File: config.mk
export PLATFORM = sky130hd
export DESIGN_NAME = bab_post
export DESIGN_NICKNAME = d
export VERILOG_FILES = /design/src/hw/rtl/bab_pkg.sv /design/src/hw/rtl/bab_post.sv
export SDC_FILE = /design/constraint.sdc
export NUM_CORES = 1
export LEC_CHECK = 0
export ABC_AREA = 1
export ABC_CLOCK_PERIOD_IN_PS = 7750
export BUFFER_PORTS_ARGS = -buffer_cell sky130_fd_sc_hd__clkbuf_2
export CAP_MARGIN = 20
export CORE_MARGIN = 5
export CORE_UTILIZATION = 60
export DETAILED_ROUTE_END_ITERATION = 8
export GPL_TIMING_DRIVEN = 0
export PLACE_DENSITY = 0.91
export SLEW_MARGIN = 0
export SYNTH_ARGS = -nofsm -noshare
export SYNTH_HDL_FRONTEND = slang
export SYNTH_SLANG_ARGS = --single-unit
File: constraint.sdc
create_clock -name vclk -period 7.75
set_clock_uncertainty 0.2 [all_clocks]
set_input_delay 1.55 -clock vclk [all_inputs]
set_output_delay 1.55 -clock vclk [all_outputs]
set_load 0.05 [all_outputs]
File: src/hw/rtl/bab_pkg.sv
package bab_pkg;

    localparam int COORD_BITS_DEF          = 16;
    localparam int ANGLE_FRACTION_BITS_DEF = 16;
    localparam int CORDIC_STEPS_DEF        = 18;

    localparam int VEC_SCALE   = 24;
    localparam int VEC_GUARD   = 3;
    localparam int ANG_Q       = 30;
    localparam int OUT_W       = 20;
    localparam int OUT_TDATA_W = ((OUT_W + 7) / 8) * 8;
    localparam int TABLE_LEN   = 28;
    localparam int TAB_IDX_W   = 5;
    localparam int Z_W         = 32;
    localparam int ANG_W       = ANG_Q + OUT_W;

    localparam logic signed [ANG_W-1:0] HALF_PI_Q30       = 50'sd1686629713;
    localparam logic signed [ANG_W-1:0] PI_Q30            = 50'sd3373259426;
    localparam logic signed [ANG_W-1:0] THREE_HALF_PI_Q30 = 50'sd5059889139;

    typedef struct packed {
        logic valid;
        logic dx_zero;
        logic dy_neg;
        logic dx_pos;
    } bab_ctl_t;

    // atan(2^-i), radians * 2^30, rounded to nearest
    function automatic logic signed [Z_W-1:0] atan_q30(input logic [TAB_IDX_W-1:0] idx);
        logic signed [Z_W-1:0] v;
        case (idx)
            5'd0:    v = 32'sd843314857;
            5'd1:    v = 32'sd497837829;
            5'd2:    v = 32'sd263043837;
            5'd3:    v = 32'sd133525159;
            5'd4:    v = 32'sd67021687;
            5'd5:    v = 32'sd33543516;
            5'd6:    v = 32'sd16775851;
            5'd7:    v = 32'sd8388437;
            5'd8:    v = 32'sd4194283;
            5'd9:    v = 32'sd2097149;
            5'd10:   v = 32'sd1048576;
            5'd11:   v = 32'sd524288;
            5'd12:   v = 32'sd262144;
            5'd13:   v = 32'sd131072;
            5'd14:   v = 32'sd65536;
            5'd15:   v = 32'sd32768;
            5'd16:   v = 32'sd16384;
            5'd17:   v = 32'sd8192;
            5'd18:   v = 32'sd4096;
            5'd19:   v = 32'sd2048;
            5'd20:   v = 32'sd1024;
            5'd21:   v = 32'sd512;
            5'd22:   v = 32'sd256;
            5'd23:   v = 32'sd128;
            5'd24:   v = 32'sd64;
            5'd25:   v = 32'sd32;
            5'd26:   v = 32'sd16;
            5'd27:   v = 32'sd8;
            default: v = '0;
        endcase
        return v;
    endfunction

endpackage

File: src/hw/rtl/bab_post.sv
module bab_post #(
    parameter int ANGLE_FRACTION_BITS = bab_pkg::ANGLE_FRACTION_BITS_DEF
) (
    input  bab_pkg::bab_ctl_t              ctl_in,
    input  logic signed [bab_pkg::Z_W-1:0] z_in,
    output logic [bab_pkg::OUT_W-1:0]      angle
);
    import bab_pkg::*;

    localparam int SHIFT = ANG_Q - ANGLE_FRACTION_BITS;
    localparam logic signed [ANG_W-1:0] HALF_LSB = ANG_W'(1) <<< (SHIFT - 1);

    logic signed [ANG_W-1:0] base, offs, sum;

    // rounding half added alongside the quadrant offset
    always_comb begin
        if (ctl_in.dx_zero) begin
            base = '0;
            offs = ctl_in.dy_neg ? HALF_PI_Q30 : THREE_HALF_PI_Q30;
        end else begin
            base = ANG_W'(z_in);
            offs = ctl_in.dx_pos ? PI_Q30 : '0;
        end
        sum   = base + offs + HALF_LSB;
        angle = sum[SHIFT +: OUT_W];
    end

endmodule

==> run metrics <==
CP Data Arrival Time 4.34 ns; post-synthesis cell count 542; Placed Cells incl. Taps 651; Finished Layout Cells 651; Final WS setup 1.66 ns; Critical Path End Type output port; WL/cell 11.8 um; Yosys top cell by area nand2_1; IO Pins 56; Final Util 71.3%; most area-consuming cells after synthesis nand2_1 31%, inv_1 17%, ha_1 14%; count leader, synth nand2_1; Seq Cell Count 0; fin nets 668; number of global-route vias before repair 2,836; Post-CTS Resized 0; initial antenna violation count 0; CP Max Fanout 8; Hold Violations, Final 0; Total Neg Setup Slack 0 ns; Hold Path Class input port to output port; Min-Delay Path Depth 5; Tcrit/Tclk final 78.5%; status finished clean; FMAX 164 MHz; dpl ws 1.72 ns; PD cells 95.6 nW/um^2; top cell type's share of synthesized area 30.7%; Peak supply drop 0.113 mV; Post-CTS Setup Bufs 0; die area 5640 sq um; drt pass-1 iters 5; Initial Utilization 62.7%; Post-route DRC 0; Placed Area 2890 sq um; Routed Wire Length 7690 um; layout cells sized above 1 13.0%; mapped cell area 2540 sq um; Rows 23; Final ANT Viol Nets 0; # Max-Cap Violations 0; Total Routing Usage GR 27.6%; max-slew violations 0; worst-margin pin slew 0.560 ns; Yosys Warn Count 0; antenna diode count 0; global-route wire length before repair 12,300 um; CP required 6.00 ns; dpl hpwl 6800 um; die width 75.1 um; Die H 75.1 um; gr ovfl total 0; clkbuf count 0; sequential share of the synthesized area 0%; port bufs 53; Critical Path Source Type input port; Area Growth Syn to Fin 13.8%; register area 0 sq um; detailed-route via count 3,303; 1st-iter DRT viols 289; synthesized area per cell 4.69 sq um; CTS Hold Buffers Added 0; fillers 401; Pleak 1.93 nW; RSZ-0062 raised after global routing no; Via density 5.07; GPL Wtd Cong 0.978; area taken by multi-input logic gates 2070 sq um; crit path kind input port to output port; most common library cells after synthesis 208 x nand2_1, 117 x inv_1, 75 x nor2_1; Tmin final 6.09 ns; Core ar. 4060 sq um; largest net degree at the start of global routing 11; final instance area 2890 sq um; synth unique cells 27; final setup fails 0; slew margin rel. 62.7%
-- cells by family (layout without fill, tap and decap cells) --
group                    after synthesis  after routing  share of synthesized area (%)
buffers and inverters                126            179                           19.7
XOR/XNOR                               4              4                           1.38
other                                  1              7                          0.147
adder cells (fa/ha/maj)               29             29                           14.3
AND/OR/NAND/NOR                      351            351                           58.4
AO/OA/AOI/OAI                         31             31                           6.15
-- worst paths after layout --
kind | slack, ns | end | from
setup / recovery | 1.66 | angle[14] | ctl_in[0]
hold / removal | 3.42 | angle[12] | z_in[26]
-- power by group --
group	switching (mW)	internal (mW)
clock	0	0
combinational	0.200	0.0767
sequential	0	0
total	0.200	0.0767
-- final cells by class --
type | instances | area share [%]
inverter | 121 | 15.8
tap | 50 | 2.16
multi-input combinational | 422 | 71.4
buffer | 5 | 1.51
timing repair buffer | 53 | 9.17
-- metal layers --
layer	up-vias	part of all wire, %	GRT usage (%)
met1	1412	47	39.9
li1	1743	-	-
met5	-	0	0
met2	133	43	45.5
met4	0	1.9	4.94
met3	15	8.5	1.47
-- cells in the final DEF, fill, tap and decap left out, drive strengths merged --
cell type,count
nand2,212
inv,121
nor2,84
clkbuf,55
nand3,32
ha,29
a21oi,23
nor3,8
o21ai,7
nand4,7
conb,7
xor2,4
or2,3
buf,3
and2,2
nand3b,2
o22ai,1
nand2b,1
-- worst max-delay path, stage by stage --
cell	delay, ns
clkbuf_2	0.12
inv_1	0.15
nor2_1	0.09
inv_1	0.23
nand2_1	0.27
ha_1	0.36
ha_1	0.24
inv_1	0.10
nor2_1	0.27
nand3_1	0.19
nor2_2	0.14
and2_1	0.14
nand2_1	0.07
nand2_1	0.06
nand2_1	0.04
nand2_1	0.06
clkbuf_2	0.27
-- stage by stage --
step | total power [mW] | hold slack (ns)
global placement | 0.268 | 3.41
finish | 0.277 | 3.42
CTS | 0.272 | 3.41
floorplan | 0.207 | 3.25
detailed placement | 0.271 | 3.41
global route | 0.305 | 3.46
Power figures use the tool's default switching activity.
