`config.mk`:
```
export PLATFORM = sky130hd
export DESIGN_NAME = bab_prep
export DESIGN_NICKNAME = d
export VERILOG_FILES = /design/src/hw/rtl/bab_pkg.sv /design/src/hw/rtl/bab_prep.sv
export SDC_FILE = /design/constraint.sdc
export NUM_CORES = 1
export LEC_CHECK = 0
export ABC_AREA = 1
export BUFFER_PORTS_ARGS = -buffer_cell sky130_fd_sc_hd__buf_2
export CORE_MARGIN = 3
export CORE_UTILIZATION = 34
export CTS_CLUSTER_DIAMETER = 120
export DETAILED_ROUTE_END_ITERATION = 8
export PLACE_DENSITY_LB_ADDON = 0.05
export RECOVER_POWER = 50
export SLEW_MARGIN = 20
export SYNTH_ARGS = -nofsm -noshare
export SYNTH_HDL_FRONTEND = slang
export SYNTH_SLANG_ARGS = --single-unit
```
`constraint.sdc`:
```
create_clock -name aclk -period 5.1 [get_ports aclk]
set_input_delay 0.51 -clock aclk [delete_from_list [all_inputs] [get_ports aclk]]
set_output_delay 0.51 -clock aclk [all_outputs]
set_load 0.01 [all_outputs]
```
`src/hw/rtl/bab_pkg.sv`:
```
package bab_pkg;

    localparam int COORD_BITS_DEF          = 16;
    localparam int ANGLE_FRACTION_BITS_DEF = 16;
    localparam int CORDIC_STEPS_DEF        = 18;

    localparam int VEC_SCALE   = 24;
    localparam int VEC_GUARD   = 3;
    localparam int ANG_Q       = 30;
    localparam int OUT_W       = 20;
    localparam int OUT_TDATA_W = ((OUT_W + 7) / 8) * 8;
    localparam int TABLE_LEN   = 28;
    localparam int TAB_IDX_W   = 5;
    localparam int Z_W         = 32;
    localparam int ANG_W       = ANG_Q + OUT_W;

    localparam logic signed [ANG_W-1:0] HALF_PI_Q30       = 50'sd1686629713;
    localparam logic signed [ANG_W-1:0] PI_Q30            = 50'sd3373259426;
    localparam logic signed [ANG_W-1:0] THREE_HALF_PI_Q30 = 50'sd5059889139;

    typedef struct packed {
        logic valid;
        logic dx_zero;
        logic dy_neg;
        logic dx_pos;
    } bab_ctl_t;

    // atan(2^-i), radians * 2^30, rounded to nearest
    function automatic logic signed [Z_W-1:0] atan_q30(input logic [TAB_IDX_W-1:0] idx);
        logic signed [Z_W-1:0] v;
        case (idx)
            5'd0:    v = 32'sd843314857;
            5'd1:    v = 32'sd497837829;
            5'd2:    v = 32'sd263043837;
            5'd3:    v = 32'sd133525159;
            5'd4:    v = 32'sd67021687;
            5'd5:    v = 32'sd33543516;
            5'd6:    v = 32'sd16775851;
            5'd7:    v = 32'sd8388437;
            5'd8:    v = 32'sd4194283;
            5'd9:    v = 32'sd2097149;
            5'd10:   v = 32'sd1048576;
            5'd11:   v = 32'sd524288;
            5'd12:   v = 32'sd262144;
            5'd13:   v = 32'sd131072;
            5'd14:   v = 32'sd65536;
            5'd15:   v = 32'sd32768;
            5'd16:   v = 32'sd16384;
            5'd17:   v = 32'sd8192;
            5'd18:   v = 32'sd4096;
            5'd19:   v = 32'sd2048;
            5'd20:   v = 32'sd1024;
            5'd21:   v = 32'sd512;
            5'd22:   v = 32'sd256;
            5'd23:   v = 32'sd128;
            5'd24:   v = 32'sd64;
            5'd25:   v = 32'sd32;
            5'd26:   v = 32'sd16;
            5'd27:   v = 32'sd8;
            default: v = '0;
        endcase
        return v;
    endfunction

endpackage

```
`src/hw/rtl/bab_prep.sv`:
```
module bab_prep #(
    parameter int COORD_BITS = bab_pkg::COORD_BITS_DEF
) (
    input  logic                     aclk,
    input  logic                     aresetn,
    input  logic                     en,
    input  logic                     beat_in,
    input  logic signed [COORD_BITS-1:0] first_x,
    input  logic signed [COORD_BITS-1:0] first_y,
    input  logic signed [COORD_BITS-1:0] second_x,
    input  logic signed [COORD_BITS-1:0] second_y,
    output bab_pkg::bab_ctl_t        ctl_out,
    output logic signed [COORD_BITS+bab_pkg::VEC_SCALE+bab_pkg::VEC_GUARD:0] x_out,
    output logic signed [COORD_BITS+bab_pkg::VEC_SCALE+bab_pkg::VEC_GUARD:0] y_out
);
    import bab_pkg::*;

    localparam int D_W   = COORD_BITS + 1;
    localparam int VEC_W = COORD_BITS + VEC_SCALE + VEC_GUARD + 1;

    logic signed [D_W-1:0]   dx, dy, vx, vy;
    bab_ctl_t                ctl_reg, ctl_next;
    logic signed [VEC_W-1:0] x_reg, x_next, y_reg, y_next;

    always_comb begin
        dx = D_W'(first_x) - D_W'(second_x);
        dy = D_W'(second_y) - D_W'(first_y);
        vx = dx[D_W-1] ? -dx : dx;
        vy = dx[D_W-1] ? -dy : dy;
        ctl_next.valid   = beat_in;
        ctl_next.dx_zero = (dx == '0);
        ctl_next.dy_neg  = dy[D_W-1];
        ctl_next.dx_pos  = (dx != '0) && !dx[D_W-1];
        x_next = VEC_W'(vx) <<< VEC_SCALE;
        y_next = VEC_W'(vy) <<< VEC_SCALE;
    end

    always_ff @(posedge aclk) begin
        if (!aresetn) begin
            ctl_reg.valid <= 1'b0;
        end else if (en) begin
            ctl_reg.valid <= ctl_next.valid;
        end
        if (en) begin
            ctl_reg.dx_zero <= ctl_next.dx_zero;
            ctl_reg.dy_neg  <= ctl_next.dy_neg;
            ctl_reg.dx_pos  <= ctl_next.dx_pos;
            x_reg           <= x_next;
            y_reg           <= y_next;
        end
    end

    assign ctl_out = ctl_reg;
    assign x_out   = x_reg;
    assign y_out   = y_reg;

endmodule

```
==> run metrics, run 1 <==
Hold Path Class in2reg; clock net sink count 38; post-CTS setup buffer count 0; period utilisation layout a little over half; layout cells sized above 1 15.3%; CTS tree built; cell area power density roughly 260 nW/um^2; WL final between 10000 and 15000 um; maximum capacitance violations 1; Crit path arrival time between 2 and 3 ns; Core Area 13300 um^2; Final nets 932; first-pass GRT wire length 18400 um; Final Util about two fifths; Die Footprint around 15000 um^2; grt ovf 0; Peak VDD IR roughly 0.00012 V; Final Max Tran Viols 40; PostCTS Resize Cnt 0; crit-path max FO 3; Worst path top cell family by delay simple AND/OR/NAND/NOR gates; drt via density between 4 and 5; vias in the first global route 4114; starting density of the core a little over a third; critical path type in2reg; status finished with violations; initial antenna violation count 0; RSZ-0062 raised after global routing false; Worst path depth 18; slowest cell on the critical path fa_1; hold path depth 3; Critical Path, Cell by Cell buf_2 > inv_1 > ha_1 > fa_1 > inv_1 > nand3_1 > nand2_2 > nand2_1 > nand2_1 > nand2_1 > nand2_1 > nand2_1 > nor2_1 > nand3_2 > nor2_1 > nand2_1 > ha_1 > nor2_1; 1st-iter DRT viols about 210; DP Wirelength around 9500 um; Routed Antenna Nets 0; H-tree Lvls 2; number of synthesized register bits 38; Syn Std Cell Area 4650 um^2; sequential share of the synthesized area between 20% and 30%; critical path endpoint category register; clock tree buffer depth 2; post-route cell area ~5300 um^2; final setup fails 0; worst skew pair latency approximately 0.28 ns; worst path bufs/invs 3; RePlAce Congestion just over 0.8; Max stage delay on crit path around 0.4 ns; clk slew on worst S/H paths 0.06 ns; Synth warnings 0; Slew HR -37.8%; CTS Hold Bufs 0; sum of negative setup slack 0 ns; port buffer count between 100 and 150; cell mode on critical path nand2_1; Least-Margin Pin Slew between 2 and 2.5 ns; Setup Skew 0 ns; Max Clk Rate about 0.37 GHz; die width roughly 120 um; # DRC 0; final hold vios 0; Die H 123 um; drt pass-1 iters 5; diode count 0; post-placement cell area about 5200 um^2; filler cell count between 1000 and 1500; mean post-synth cell area 6.48 um^2; Post-Syn Instances 718; vias ~4300; P&R area growth vs syn 13.9%; Placement Rows between 40 and 50; leakage 3.04 nW; cts bufs inserted 5; Worst setup SP type input pin; GR Util All Layers 14.9%; min Tclk post-route approximately 2.7 ns; Critical Path RT around 5.1 ns; boundary pin count 160; root cell of the clock tree clkbuf_16; failing checks capacitance limit, slew limit; worst reg-to-reg path cell count 2; wire per inst 11.0 um; largest net degree at the start of global routing 40; post-synth cell types 33
==> stage by stage <==
stage | setup WS [ns] | hold WS [ns] | cells | total power [mW]
finish | 2.41 | 0.452 | 1002 | 1.40
global route | 2.06 | 0.464 | 1002 | 1.52
CTS | 2.39 | 0.449 | 1002 | 1.43
detailed placement | 2.10 | 0.523 | 994 | 1.07
global placement | 2.18 | 0.517 | 994 | 1.06
floorplan | 2.43 | 0.555 | 765 | 0.914
==> Yosys cell counts, drive strengths merged <==
cell / n / area [um^2]
a21o: 1 / 7.51
a21oi: 21 / 113
a31oi: 1 / 6.26
and2: 3 / 18.8
buf: 58 / 437
conb: 1 / 3.75
dfxtp: 1 / 20.0
edfxtp: 37 / 1110
fa: 2 / 40.0
ha: 37 / 463
inv: 146 / 551
nand2: 243 / 960
nand3: 60 / 305
nand3b: 8 / 60.1
nand4: 10 / 62.6
nor2: 56 / 240
nor3: 1 / 5.00
o21ai: 10 / 57.6
o21bai: 1 / 7.51
xnor2: 7 / 61.3
xor2: 14 / 123
==> power breakdown <==
part / switching, mW / leakage, nW / internal [mW]
logic: 0.387 / 2.60 / 0.205
registers: 0.0217 / 0.370 / 0.430
clock network: 0.125 / 0.0760 / 0.230
==> final cells by class <==
type                    instances  area (um^2)  area share [%]
multi-input cells             523         2710            51.1
clock inverters                 3         45.0           0.850
flip-flops and latches         38         1130            21.3
clock buffers                   5          125            2.36
repair buffers                111          518            9.77
well taps                     176          220            4.15
inverters                     146          551            10.4
==> layer usage <==
metal,GRT usage [%],part of all wire [%],vias up
met5,0,0,-
li1,-,-,2327
met4,3.39,1.2,0
met2,26.0,47,106
met3,2.06,5.2,10
met1,19.6,46,1900
==> layout by cell type (no fill, tap or decap), types with 2 or more instances in the layout <==
master,instances
a21oi_1,19
a21oi_2,2
and2_1,3
buf_2,81
clkbuf_1,30
clkbuf_16,5
clkinvlp_4,2
conb_1,48
edfxtp_1,37
fa_1,2
ha_1,37
inv_1,141
inv_2,4
nand2_1,226
nand2_2,16
nand3_1,59
nand3b_1,8
nand4_1,10
nor2_1,46
nor2_2,9
o21ai_0,6
o21ai_1,2
o21ai_2,2
xnor2_1,7
xor2_1,14
==> kinds of logic after synthesis <==
group / after synthesis / share of synthesized area [%]
DFF: 38 / 24.3
other: 1 / 0.0806
and+or+nand+nor: 381 / 35.5
adders and majority gates: 39 / 10.8
xor gates and xnor gates: 21 / 3.95
buffers and inverters: 204 / 21.2
AOI/OAI and AO/OA: 34 / 4.12
==> path summary, 6_finish.rpt <==
| kind | startpoint | to | slack, ns |
|---|---|---|---|
| max | first_x[0] | x_out[40] | 2.41 |
| min | beat_in | ctl_out[3] | 0.45 |
| max reg2reg | ctl_out[3] | ctl_out[3] | 4.39 |
| min reg2reg | ctl_out[3] | ctl_out[3] | 0.54 |
==> flip-flops by register name (all words and copies together), names as in the netlist <==
name / cells
x_out: 17
ctl_out: 4
y_out: 17
==> worst reg2reg max path, cell delays in order (launching register included) <==
cell	delay (ns)
dfxtp_1	0.30
o21ai_0	0.15
a21oi_1	0.06
Power figures use the tool's default switching activity.
==> run 2: changes to the inputs <==
Clock period 5.1 ns to 2.2 ns, I/O delays scaled along.
==> run 2 against run 1 <==
The run ends with setup timing left. Total power rose to 2.7 times the previous value. Clock-buffer cell count unchanged. Clock power up 130%. Register-to-register slack worse by 2.8 ns. Highest routed layer unchanged.
==> run metrics, run 2 (synthesis gave the netlist of run 1 again) <==
Inst Count DP around 1100; Routed Antenna Nets 0; Worst path top cell family by delay adder cells; Crit path arrival time between 2 and 2.5 ns; boundary pin count 160; layout cells sized above 1 about 34%; setup ws final -0.00608 ns; first-pass GRT wire length between 15000 and 20000 um; min Tclk post-route 2.21 ns; final hold vios 0; Least-Margin Pin Slew 0.958 ns; Max Clk Rate around 0.45 GHz; Setup Skew 0 ns; GR Util All Layers 15.6%; Max stage delay on crit path 0.56 ns; switching power 1.38 mW; Final Max Tran Viols 0; initial antenna violation count 0; Logic pwr share 50.0%; worst skew pair latency 0.28 ns; leakage around 3.7 nW; commonest non-fill, non-tap cells in the layout nand2_1 (208), inv_1 (131), buf_4 (103), buf_2 (94); Critical Path RT 2.24 ns; failing checks setup timing; cts bufs inserted 5; CTS Hold Bufs 0; 1st-iter DRT viols approximately 160; CTS tree built; RePlAce Congestion 0.852; Placement Rows 42; slowest cell on the critical path fa_2; cell-internal power approximately 2.4 mW; wire per inst around 11 um; Worst setup SP type input pin; # DRC 0; starting density of the core a little over a third; WL final ~12000 um; Slew HR between 30% and 40%; H-tree Lvls 2; die width ~120 um; critical path endpoint category register; largest net degree at the start of global routing 40; crit-path max FO 2; Core Area about 13000 um^2; P&R area growth vs syn 40.4%; diode count 0; cell area power density 573 nW/um^2; Clock Power Share about 22%; cell mode on critical path buf_4; Final nets between 1000 and 1500; sequential share of power around 28%; Switching Share between 30% and 40%; root cell of the clock tree clkbuf_16; drt pass-1 iters 4; Setup WS pre-CTS -0.443 ns; port buffer count 111; Peak VDD IR between 0.0002 and 0.0003 V; DP Wirelength 9980 um; worst path bufs/invs 5; status finished with violations; grt ovf 0; post-layout instance count excluding filler cells 1113; clock tree buffer depth 2; clock net sink count 38; vias around 4700; sum of negative setup slack -0.0111 ns; critical path type in2reg; filler cell count 1400; Die Footprint roughly 15000 um^2; clk slew on worst S/H paths 0.06 ns; drt via density 4.26; RSZ-0062 raised after global routing true; maximum capacitance violations 0; vias in the first global route between 4000 and 5000; Hold Path Class in2reg; most common cell after layout, fill and taps aside nand2_1; final setup fails 2; Die H 123 um; Critical Path, Cell by Cell buf_8 > inv_8 > ha_4 > fa_2 > ha_4 > nand4_1 > nor2_2 > nand3_1 > nor2_2 > nand3_2 > buf_4 > buf_4 > buf_4 > nand3_1 > nand2_1; period utilisation layout 100%
## run 2: cell count changes in the layout (fill, tap and decap cells not counted), sizes merged
cell / delta
buf: +125
clkbuf: -14
## run 2: cell type report
type / count / area, um^2 / area share, %
Inverter: 146 / 561 / 8.58
Clock buffer: 5 / 125 / 1.92
Multi-Input combinational cell: 523 / 3020 / 46.3
Tap cell: 176 / 220 / 3.37
Sequential cell: 38 / 1130 / 17.3
Clock inverter: 3 / 45.0 / 0.690
Timing Repair Buffer: 222 / 1430 / 21.9
## run 2: timing repair
| action | in CTS | in global routing |
|---|---|---|
| resized for setup | 8 | 74 |
| endpoints found under the setup margin | 8 | 20 |
| pin swaps | 17 | 41 |
| setup buffers | 14 | 7 |
## run 2: per-stage QoR
step                      power, mW  utilization, %  hold WS, ns  cell area (um^2)
after floorplan                2.13               -        0.313              4870
after detailed placement       2.79            44.5        0.465              5910
final                          3.74            49.1        0.166              6530
after global routing           4.05            49.1        0.185              6530
after CTS                      3.65            46.7        0.165              6210
after global placement         2.77            44.5        0.455              5910
## run 2: routing by layer
layer | wire (um) | part of all wire (%) | track usage (%) | up-vias
li1 | - | - | - | 2554
met1 | 5200 | 44 | 19.7 | 2059
met2 | 5790 | 49 | 28.6 | 121
met3 | 673 | 5.7 | 1.83 | 11
met4 | 136 | 1.2 | 3.32 | 0
met5 | 0 | 0 | 0 | -
## run 2: tightest hold or removal path: cells and delay by family
family | cells | cell delay (ns)
AO/OA/AOI/OAI | 1 | 0.05
buffers and inverters | 2 | 0.13
## run 2: path summary, 6_finish.rpt
path	start	end	slack (ns)	cells after the start
worst min register to register	ctl_out[3]	ctl_out[3]	0.54	2
worst max register to register	ctl_out[3]	ctl_out[3]	1.54	2
worst max-delay path	first_x[0]	x_out[36]	-0.006	15
worst min-delay path	beat_in	ctl_out[3]	0.17	3
## run 2: power groups by stage
stage	clock network, mW	registers (mW)	logic [mW]
after floorplan	0	1.13	1.00
after global placement	0	1.05	1.72
after detailed placement	0	1.05	1.74
after CTS	0.847	1.04	1.77
after global routing	0.877	1.05	2.12
final	0.830	1.04	1.87
==> run 3: changes to the inputs <==
Settings changed: RECOVER_POWER 50 to 25.
==> run 3 against run 2 <==
Critical path type unchanged. Die area unchanged. Routed wire length barely moved. Critical endpoint unchanged. Flip-flop and latch count unchanged. Clock skew did not move. Register-to-register slack about the same. Sequential power is essentially flat. Largest cell class unchanged. Final area rose by 0.31%. Hold slack about the same. The run still ends with setup timing left.
==> run metrics, run 3 (synthesis gave the netlist of run 1 again) <==
Final nets between 1000 and 1500; Max Clk Rate between 0.4 and 0.5 GHz; port buffer count about 110; failing checks setup timing; leakage about 3.7 nW; layout cells sized above 1 about a third; drt pass-1 iters 4; vias in the first global route 4432; drt via density between 4 and 5; Final Util between 40% and 50%; RSZ-0062 raised after global routing true; worst skew pair latency approximately 0.28 ns; diode count 0; crit-path max FO 2; cell mode on critical path buf_4; critical path endpoint category register; DP Wirelength 9980 um; grt ovf 0; # DRC 0; Least-Margin Pin Slew between 0.9 and 1 ns; filler cell count between 1000 and 1500; RePlAce Congestion around 0.85; root cell of the clock tree clkbuf_16; Critical Path, Cell by Cell buf_8 > inv_8 > ha_4 > fa_2 > ha_4 > nand4_1 > nor2_2 > nand3_1 > nor2_2 > nand3_2 > buf_4 > buf_4 > buf_4 > nand3_1 > nand2_1; first-pass GRT wire length just under 20000 um; Routed Antenna Nets 0; slowest cell on the critical path fa_2; final setup fails 2; H-tree Lvls 2; Die Footprint 15100 um^2; final hold vios 0; CTS tree built; Worst setup SP type input pin; most common cell after layout, fill and taps aside nand2_1; Tot Pwr between 3 and 4 mW; status finished with violations; cts bufs inserted 5; starting density of the core between 30% and 40%; worst path bufs/invs 5; Max stage delay on crit path about 0.56 ns; Hold Path Class in2reg; vias approximately 4700; min Tclk post-route 2.21 ns; clock tree buffer depth 2; Final Max Tran Viols 0; 1st-iter DRT viols 144; Core Area approximately 13000 um^2; Worst path top cell family by delay adder cells; critical path type in2reg; largest net degree at the start of global routing 40; commonest non-fill, non-tap cells in the layout nand2_1 (208), inv_1 (131), buf_2 (107), buf_4 (104); wire per inst between 10 and 15 um; initial antenna violation count 0; boundary pin count 160; Setup Skew 0 ns; post-layout instance count excluding filler cells 1113; Critical Path RT approximately 2.2 ns; Slew HR between 30% and 40%; P&R area growth vs syn 40.8%; clock net sink count 38; maximum capacitance violations 0; Die H around 120 um; die width ~120 um; cell area power density approximately 570 nW/um^2; clk slew on worst S/H paths around 0.060 ns; Placement Rows 42; period utilisation layout 100%; WL final about 12000 um; Crit path arrival time approximately 2.2 ns; GR Util All Layers around 16%; Peak VDD IR roughly 0.00027 V; Inst Count DP around 1100; setup ws final -0.00589 ns
-- run 3: changes by cell type in the layout (fill, tap and decap cells not counted), sizes merged --
cell    before  now
clkbuf      21    7
buf        206  220
-- run 3: routing by layer --
metal	global-route usage [%]	part of all wire, %	vias to the layer above
li1	-	-	2554
met1	19.7	44	2057
met4	3.32	1.1	0
met5	0	0	-
met2	28.6	49	121
met3	1.83	5.9	11
-- run 3: area by class of cell --
cell class                      instances  area (um^2)  area share, %
Multi-Input combinational cell        523         3020           46.1
Timing Repair Buffer                  222         1450           22.1
Sequential cell                        38         1130           17.3
Inverter                              146          561           8.56
Tap cell                              176          220           3.36
Clock buffer                            5          125           1.91
Clock inverter                          3         45.0          0.688
-- run 3: tightest hold or removal path: cells and delay by family --
family / cells / cell delay (ns)
compound gates: 1 / 0.05
buf+inv: 2 / 0.13
-- run 3: what timing repair did --
item                                    in CTS  in global routing
setup buffers                               14                  7
hold buffers                                 0                  0
endpoints found under the setup margin       8                 20
gates cloned                                 0                  0
pin swaps                                   17                 41
resized for setup                            8                 74
-- run 3: where the power goes --
group	internal, mW	switching (mW)	total (mW)
sequential	0.996	0.0410	1.04
combinational	0.842	1.04	1.88
clock	0.534	0.294	0.828
total	2.37	1.38	3.75
-- run 3: worst paths after layout --
| check | to | from | slack (ns) | cells after the start |
|---|---|---|---|---|
| worst min-delay path | ctl_out[3] | beat_in | 0.17 | 3 |
| worst min register to register | ctl_out[3] | ctl_out[3] | 0.54 | 2 |
| worst max-delay path | x_out[36] | first_x[0] | -0.006 | 15 |
| worst max register to register | ctl_out[3] | ctl_out[3] | 1.54 | 2 |
-- run 3: metrics by stage --
stage / TNS [ns] / worst slack, ns / area (um^2) / hold WS [ns]
2_1_floorplan: -0.143 / -0.129 / 4870 / 0.313
3_3_place_gp: -6.63 / -0.409 / 5910 / 0.455
3_5_place_dp: -7.77 / -0.443 / 5910 / 0.465
4_1_cts: -0.000565 / -0.000565 / 6210 / 0.165
5_1_grt: -0.677 / -0.144 / 6550 / 0.185
6_report: -0.0116 / -0.00589 / 6550 / 0.166
